`config.mk`:
```
export PLATFORM = sky130hd
export DESIGN_NAME = led_breathing_sweep
export DESIGN_NICKNAME = d
export VERILOG_FILES = /design/src/rtl/core/lbs_pkg.sv /design/src/rtl/core/led_breathing_sweep.sv /design/src/rtl/core/lbs_channel.sv
export SDC_FILE = /design/constraint.sdc
export NUM_CORES = 1
export LEC_CHECK = 0
export ABC_CLOCK_PERIOD_IN_PS = 4600
export BUFFER_PORTS_ARGS = -buffer_cell sky130_fd_sc_hd__buf_2
export CAP_MARGIN = 15
export CELL_PAD_IN_SITES_DETAIL_PLACEMENT = 0
export CELL_PAD_IN_SITES_GLOBAL_PLACEMENT = 1
export CORE_ASPECT_RATIO = 1.1
export CORE_MARGIN = 2
export CORE_UTILIZATION = 30
export CTS_BUF_LIST = sky130_fd_sc_hd__clkbuf_16
export CTS_CLUSTER_DIAMETER = 200
export DETAILED_ROUTE_END_ITERATION = 8
export PLACE_DENSITY_LB_ADDON = 0.05
export SKIP_LAST_GASP = 1
export SLEW_MARGIN = 20
export SYNTH_ARGS = -nofsm -noshare
export SYNTH_HDL_FRONTEND = slang
export SYNTH_HIERARCHICAL = 1
export SYNTH_SLANG_ARGS = --single-unit
```
`constraint.sdc`:
```
create_clock -name clk -period 4.6 [get_ports clk]
set_clock_uncertainty 0.2 [all_clocks]
set_input_delay 0.69 -clock clk [delete_from_list [all_inputs] [get_ports clk]]
set_output_delay 0.69 -clock clk [all_outputs]
set_load 0.01 [all_outputs]
```
`src/rtl/core/lbs_pkg.sv`:
```
// Package for the LED breathing sweep block.
// Holds the word types, command codes, level constants and the gamma table.
// No dependencies.
package lbs_pkg;

  localparam int PERIOD_W = 16;
  localparam int COUNT_W  = 16;
  localparam int DARK_W   = 16;
  localparam int LEVEL_W  = 17;
  localparam int DUTY_W   = 8;

  localparam logic [LEVEL_W-1:0] RAMP_LEVELS = 17'd64;

  localparam logic CMD_TICK  = 1'b0;
  localparam logic CMD_START = 1'b1;

  typedef struct packed {
    logic                command;
    logic                channel;
    logic [PERIOD_W-1:0] step_period;
    logic [COUNT_W-1:0]  sweep_count;
    logic [DARK_W-1:0]   dark_steps;
  } lbs_in_t;

  typedef struct packed {
    logic [DUTY_W-1:0] power_duty;
    logic              power_duty_valid;
    logic [DUTY_W-1:0] status_duty;
    logic              status_duty_valid;
    logic              power_busy;
    logic              status_busy;
  } lbs_out_t;

  typedef struct packed {
    logic [DUTY_W-1:0] duty;
    logic              stepped;
    logic              busy;
  } lbs_chan_res_t;

  function automatic logic [DUTY_W-1:0] gamma_of(input logic [4:0] idx);
    logic [DUTY_W-1:0] d;
    case (idx)
      5'd0:  d = 8'd0;
      5'd1:  d = 8'd1;
      5'd2:  d = 8'd2;
      5'd3:  d = 8'd3;
      5'd4:  d = 8'd4;
      5'd5:  d = 8'd5;
      5'd6:  d = 8'd7;
      5'd7:  d = 8'd9;
      5'd8:  d = 8'd12;
      5'd9:  d = 8'd15;
      5'd10: d = 8'd18;
      5'd11: d = 8'd22;
      5'd12: d = 8'd27;
      5'd13: d = 8'd32;
      5'd14: d = 8'd38;
      5'd15: d = 8'd44;
      5'd16: d = 8'd51;
      5'd17: d = 8'd58;
      5'd18: d = 8'd67;
      5'd19: d = 8'd76;
      5'd20: d = 8'd86;
      5'd21: d = 8'd96;
      5'd22: d = 8'd108;
      5'd23: d = 8'd120;
      5'd24: d = 8'd134;
      5'd25: d = 8'd148;
      5'd26: d = 8'd163;
      5'd27: d = 8'd180;
      5'd28: d = 8'd197;
      5'd29: d = 8'd216;
      5'd30: d = 8'd235;
      5'd31: d = 8'd255;
      default: d = 8'd0;
    endcase
    return d;
  endfunction

  // Levels below 32 ramp up, 32 to 63 ramp down, and anything above is dark.
  function automatic logic [DUTY_W-1:0] duty_of_level(input logic [LEVEL_W-1:0] lv);
    logic [4:0] idx;
    idx = lv[5] ? ~lv[4:0] : lv[4:0];
    return (lv >= RAMP_LEVELS) ? '0 : gamma_of(idx);
  endfunction

endpackage

```
`src/rtl/core/led_breathing_sweep.sv`:
```
// Top level of the LED breathing sweep: input word register, one
// lbs_channel per LED and the result word register. Depends on lbs_pkg.
// An accepted word goes through the input word register, then the result register.
// Throughput is one word per cycle while out_stall is low; the result register
// frees itself in the cycle its word is taken, so the input side keeps flowing.
// Reset (synchronous, active low) stops every channel and empties both registers.
module led_breathing_sweep #(
  parameter int CHANNELS = 2
) (
  input  logic              clk,
  input  logic              rst_n,
  input  logic              in_valid,
  output logic              in_stall,
  input  lbs_pkg::lbs_in_t  in_data,
  output logic              out_valid,
  input  logic              out_stall,
  output lbs_pkg::lbs_out_t out_data
);
  import lbs_pkg::*;

  lbs_in_t       in_r;
  logic          in_valid_r;
  lbs_out_t      out_r, out_nxt;
  logic          out_valid_r;
  logic          out_ready;
  logic          advance;
  lbs_chan_res_t chan_res [CHANNELS];

  assign out_ready = !out_valid_r || !out_stall;
  assign advance   = in_valid_r && out_ready;
  assign in_stall  = in_valid_r && !out_ready;
  assign out_valid = out_valid_r;
  assign out_data  = out_r;

  for (genvar c = 0; c < CHANNELS; c++) begin : g_chan
    logic hit;
    if (c < 2) begin : g_addr
      assign hit = (in_r.channel == 1'(c));
    end else begin : g_noaddr
      assign hit = 1'b0;
    end

    lbs_channel u_chan (
      .clk          (clk),
      .rst_n        (rst_n),
      .tick_en      (advance && (in_r.command == CMD_TICK)),
      .start_en     (advance && (in_r.command == CMD_START) && hit),
      .start_period (in_r.step_period),
      .start_count  (in_r.sweep_count),
      .start_dark   (in_r.dark_steps),
      .res          (chan_res[c])
    );
  end

  always_comb begin
    out_nxt                  = '0;
    out_nxt.power_duty       = chan_res[0].duty;
    out_nxt.power_duty_valid = chan_res[0].stepped;
    out_nxt.power_busy       = chan_res[0].busy;
    if (CHANNELS > 1) begin
      out_nxt.status_duty       = chan_res[CHANNELS > 1 ? 1 : 0].duty;
      out_nxt.status_duty_valid = chan_res[CHANNELS > 1 ? 1 : 0].stepped;
      out_nxt.status_busy       = chan_res[CHANNELS > 1 ? 1 : 0].busy;
    end
  end

  always_ff @(posedge clk) begin
    if (!rst_n) begin
      in_valid_r <= 1'b0;
    end else if (in_valid && !in_stall) begin
      in_valid_r <= 1'b1;
    end else if (advance) begin
      in_valid_r <= 1'b0;
    end
  end

  always_ff @(posedge clk) begin
    if (in_valid && !in_stall) begin
      in_r <= in_data;
    end
  end

  always_ff @(posedge clk) begin
    if (!rst_n) begin
      out_valid_r <= 1'b0;
    end else if (advance) begin
      out_valid_r <= 1'b1;
    end else if (!out_stall) begin
      out_valid_r <= 1'b0;
    end
  end

  always_ff @(posedge clk) begin
    if (advance) begin
      out_r <= out_nxt;
    end
  end

endmodule

```
`src/rtl/core/lbs_channel.sv`:
```
// One LED channel of the breathing sweep: period, sweep count, dark pause,
// prescaler and level registers with their tick and start update logic.
// Depends on lbs_pkg.
module lbs_channel (
  input  logic                        clk,
  input  logic                        rst_n,
  input  logic                        tick_en,
  input  logic                        start_en,
  input  logic [lbs_pkg::PERIOD_W-1:0] start_period,
  input  logic [lbs_pkg::COUNT_W-1:0]  start_count,
  input  logic [lbs_pkg::DARK_W-1:0]   start_dark,
  output lbs_pkg::lbs_chan_res_t      res
);
  import lbs_pkg::*;

  logic [PERIOD_W-1:0] period_r, period_nxt;
  logic [COUNT_W-1:0]  sweeps_r, sweeps_nxt;
  logic [DARK_W-1:0]   dark_r, dark_nxt;
  logic [PERIOD_W-1:0] pre_r, pre_nxt;
  logic [LEVEL_W-1:0]  level_r, level_nxt;

  logic [PERIOD_W:0]   pre_inc;
  logic [LEVEL_W-1:0]  level_inc;
  logic [LEVEL_W-1:0]  wrap_point;
  logic [COUNT_W-1:0]  sweeps_dec;

  assign pre_inc    = {1'b0, pre_r} + 17'd1;
  assign level_inc  = level_r + 17'd1;
  assign wrap_point = RAMP_LEVELS + {1'b0, dark_r};
  assign sweeps_dec = sweeps_r - 16'd1;

  always_comb begin
    period_nxt  = period_r;
    sweeps_nxt  = sweeps_r;
    dark_nxt    = dark_r;
    pre_nxt     = pre_r;
    level_nxt   = level_r;
    res.duty    = '0;
    res.stepped = 1'b0;
    if (tick_en) begin
      if (period_r == '0) begin
        pre_nxt   = '0;
        level_nxt = '0;
      end else if (pre_inc < {1'b0, period_r}) begin
        pre_nxt = pre_inc[PERIOD_W-1:0];
      end else begin
        pre_nxt     = '0;
        res.stepped = 1'b1;
        if (level_inc >= wrap_point) begin
          level_nxt  = '0;
          sweeps_nxt = sweeps_dec;
          if (sweeps_dec == '0) begin
            period_nxt = '0;
          end
        end else begin
          level_nxt = level_inc;
        end
        res.duty = duty_of_level(level_nxt);
      end
    end else if (start_en) begin
      period_nxt = start_period;
      sweeps_nxt = start_count;
      dark_nxt   = start_dark;
    end
    res.busy = (period_nxt != '0);
  end

  always_ff @(posedge clk) begin
    if (!rst_n) begin
      period_r <= '0;
      sweeps_r <= '0;
      dark_r   <= '0;
      pre_r    <= '0;
      level_r  <= '0;
    end else if (tick_en || start_en) begin
      period_r <= period_nxt;
      sweeps_r <= sweeps_nxt;
      dark_r   <= dark_nxt;
      pre_r    <= pre_nxt;
      level_r  <= level_nxt;
    end
  end

endmodule

```
==> run summary <==
### Outcome
* result of the run: complete, no violations

### Clock network
* insertion delay to the later sink of the worst-skew pair: 0.56 ns
* master cell of the clock root buffer: sky130_fd_sc_hd__clkbuf_16
* post-cts hold buffer count: 0
* clock tree from TritonCTS: yes
* clock transition at the register clock pins on the worst setup and hold paths after CTS: 0.06 ns
* buffer depth of the longest clock path: 3
* cts bufs inserted: 28
* CTS H-tree depth: 1
* CTS sink cnt: 234

### Worst setup path
* ordered cell list for the critical path: ha_1 -> nand3_1 -> nor2_1 -> nand2_1 -> nor2_1 -> nand3_1 -> xor2_1 -> inv_1 -> ha_1 -> a21o_1 -> a21oi_1 -> nor2b_1 -> a2111oi_2 -> a211o_1 -> buf_4 -> and2_1 -> a21oi_1 -> o221a_2
* worst setup path class: flop to flop
* capture instance of the worst register-to-register path: g_chan[0].u_chan/sweeps_r[7]
* Crit Reg-Reg Startpoint: g_chan[0].u_chan/level_r[1]
* number of cells on the worst reg-to-reg path: 18
* maximum fanout encountered on the critical timing path: 10
* R2R setup slack: 0.43 ns
* cell family contributing the most delay on the critical path: simple AND/OR/NAND/NOR gates
* launching element type of the critical path: flop
* Critical Path Sink Type: flop
* CP Buf/Inv Count: 2
* arrival time worst endpoint: 4.42 ns
* crit path max-delay cell type: sky130_fd_sc_hd__dfxtp_1
* critical path data required time: 4.85 ns
* largest incremental delay on the critical path: 0.40 ns

### Worst hold path
* worst min-delay path endpoint: in_r[18]
* instance count along the most critical hold path: 1
* Worst Hold Class: input port to flop
* Hold Path Origin: in_data[18]

### Cells and area
* combined area of the multi-input logic cells: 7400 sq um
* Post-layout nets: 1773
* Filler Cells Inserted: 4668
* fraction of final layout cells sized beyond drive strength 1: 12.3%
* diode count: 0
* area taken by flip-flops and latches: 5390 sq um
* area added between synthesis and finish: 15.5%

### Timing
* sum of negative setup slack: 0 ns
* Relative slew margins: 28.1%
* count of endpoints failing hold in the final timing report: 0
* portion of the clock cycle consumed by the worst path in the final layout: 90.6%
* pin slew with the least headroom to its limit: 1.07 ns
* final slew viol count: 0
* time the final worst path needs with I/O delays and setup: 4.17 ns
* minimum hold slack: 0.104 ns
* unrepaired setup endpoints after global routing: false
* f_max: 0.240 GHz
* final setup vio count: 0

### Yosys
* number of distinct standard cells referenced by the synthesized netlist: 69
* share of the synthesized area in the top cell type: 24.5%
* predominant post-synthesis flop cell: sky130_fd_sc_hd__dfxtp_1
* Synth warnings: 6
* share of flip-flops with an asynchronous set or reset after synthesis: 0%
* syn nets: 1698
* mean instance size in the synthesized netlist: 8.54 sq um
* part of the Yosys area used for sequential elements: 40.2%
* cell types with the largest area share after synthesis: sky130_fd_sc_hd__dfxtp_1, sky130_fd_sc_hd__edfxtp_1, sky130_fd_sc_hd__ha_1, sky130_fd_sc_hd__nand2_1, sky130_fd_sc_hd__a21oi_1
* number of synthesized register bits: 234
* cells after synthesis: 1570
* Syn Std Cell Area: 13400 sq um
* Post-synth EDFFs: 70
* Yosys top cell by area: sky130_fd_sc_hd__dfxtp_1

### Route
* number of vias after detailed routing: 11600
* sum of routed wire segments on met1: 17500 um
* amount of wire on met3 after detailed routing: 1720 um
* highest metal layer with signal wires: met5
* number of optimization iterations in the first detailed-route pass: 5
* per-cell via count in the routed design: 5.14
* routed wire length: 40200 um
* met2 routed WL: 20100 um
* number of antenna-violating nets in the routed design: 0
* drt initial violations: 492
* DR WL/cell: 17.9 um
* DRC viols: 0

### GRT
* antenna violations before repair: 6
* global-route wire length before repair: 62500 um
* vias in the first global route: 11300
* global routing usage summed across all routing layers: 17.1%
* GRT Residual Overflow: 0
* largest net degree at the start of global routing: 40

### Floorplan
* floorplan die height: 226 um
* area of the die: 46400 sq um
* Horiz. Die Dim: 206 um
* Initial Util: 30.3%
* Top Ports: 76
* total number of placement rows: 81
* core region area: 44300 sq um

### Power
* Worst VDD drop: 226 uV
* Total Power Consumption: 4.83 mW
* Pwr Density: 312 nW/um^2
* static leakage power: 5.94 nW

### Placed design
* Port Buf Inserts: 75
* dpl hpwl: 29300 um
* Final GP Congestion: 0.772

### Flow run
* number of maximum-capacitance constraint violations: 0

[Yosys cell counts, drive strengths merged, types with 18 or more instances]
cell and count:
a21oi 153, and3 32, buf 18, clkbuf 66
dfxtp 164, edfxtp 70, ha 74, inv 77
mux2i 20, nand2 246, nand3 90, nand4 30
nor2 77, nor3 18, nor4 26, o21ai 62
o22ai 18, xnor2 56, xor2 58
[flip-flops by register name, indices dropped and copies added (netlist names)]
register and flops:
in_r 49, g_chan.u_chan/level_r 34, g_chan.u_chan/dark_r 32, g_chan.u_chan/period_r 32, g_chan.u_chan/pre_r 32, g_chan.u_chan/sweeps_r 32, out_data 20, g_chan.hit 1
in_valid_r 1, out_valid 1
[report_power, final]
group,switching (mW),internal [mW]
clock,0.924,1.25
combinational,0.264,0.148
sequential,0.0608,2.19
[placed cells by master (no fill, tap or decap), drive strengths merged, types with 18 or more instances in the layout]
| master | count |
|---|---|
| xor2 | 58 |
| clkinv | 21 |
| nand3 | 90 |
| xnor2 | 56 |
| nor4 | 26 |
| dfxtp | 164 |
| o21ai | 62 |
| nand4 | 30 |
| inv | 79 |
| a21oi | 153 |
| clkbuf | 29 |
| nand2 | 246 |
| mux2i | 20 |
| o22ai | 18 |
| nor2 | 77 |
| nor3 | 18 |
| ha | 74 |
| and3 | 32 |
| edfxtp | 70 |
| buf | 129 |
[how the worst max path moves through the flow]
stage                                start                      endpoint  slack (ns)  cells after the start
6_report       g_chan[0].u_chan/level_r[1]  g_chan[0].u_chan/sweeps_r[7]        0.43                     18
5_1_grt        g_chan[1].u_chan/level_r[1]                  out_data[10]        0.06                     18
4_1_cts        g_chan[1].u_chan/level_r[1]                   out_data[8]        0.07                     17
3_5_place_dp   g_chan[0].u_chan/level_r[1]                  out_data[17]       -0.03                     17
3_3_place_gp   g_chan[1].u_chan/level_r[3]                   out_data[8]        0.06                     13
2_1_floorplan  g_chan[1].u_chan/level_r[0]                   out_data[8]        0.51                     18
[area by class of cell]
class | instances | share of cell area (%)
repair buffers | 129 | 5.04
clock inverters | 23 | 1.04
well taps | 581 | 4.70
clock buffers | 29 | 4.69
flip-flops and latches | 234 | 34.8
inverters | 81 | 1.96
multi-input cells | 1171 | 47.8
[repair_timing]
| item | 4_1_cts | 5_1_grt |
|---|---|---|
| pin swaps | 0 | 2 |
| resized for setup | 2 | 4 |
| setup buffers | 0 | 2 |
| setup endpoints to repair | 10 | 46 |
[worst reg2reg max path: stages, from the launching register on]
cell,delay [ns]
sky130_fd_sc_hd__dfxtp_1,0.40
sky130_fd_sc_hd__ha_1,0.19
sky130_fd_sc_hd__nand3_1,0.10
sky130_fd_sc_hd__nor2_1,0.17
sky130_fd_sc_hd__nand2_1,0.14
sky130_fd_sc_hd__nor2_1,0.26
sky130_fd_sc_hd__nand3_1,0.13
sky130_fd_sc_hd__xor2_1,0.24
sky130_fd_sc_hd__inv_1,0.07
sky130_fd_sc_hd__ha_1,0.29
sky130_fd_sc_hd__a21o_1,0.15
sky130_fd_sc_hd__a21oi_1,0.13
sky130_fd_sc_hd__nor2b_1,0.07
sky130_fd_sc_hd__a2111oi_2,0.40
sky130_fd_sc_hd__a211o_1,0.23
sky130_fd_sc_hd__buf_4,0.17
sky130_fd_sc_hd__and2_1,0.39
sky130_fd_sc_hd__a21oi_1,0.08
sky130_fd_sc_hd__o221a_2,0.25
[metal layers]
metal / GRT usage, % / up-vias
li1: - / 5797
met1: 21.0 / 5501
met2: 30.7 / 197
met3: 2.55 / 59
met4: 4.85 / 8
met5: 0 / -
[cells by family (layout without fill, tap and decap cells)]
kind of cell	count (synthesis)	in the layout	synth area share, %
fa+ha+maj	74	74	6.91
flops	234	234	40.2
compound gates	381	381	18.2
buf+inv	165	262	4.94
simple gates	582	582	20.9
xor+xnor	114	114	7.45
mux	20	20	1.49
[through the flow]
step           cells  setup slack [ns]  area (sq um)  util [%]
2_1_floorplan   1570             0.510         13400         -
3_3_place_gp    2194            0.0609         14600      32.9
3_5_place_dp    2194           -0.0310         14600      32.9
4_1_cts         2246            0.0738         15500      34.9
5_1_grt         2248            0.0571         15500      35.0
6_report        2248             0.433         15500      35.0
(Power assumes the default switching activity.)
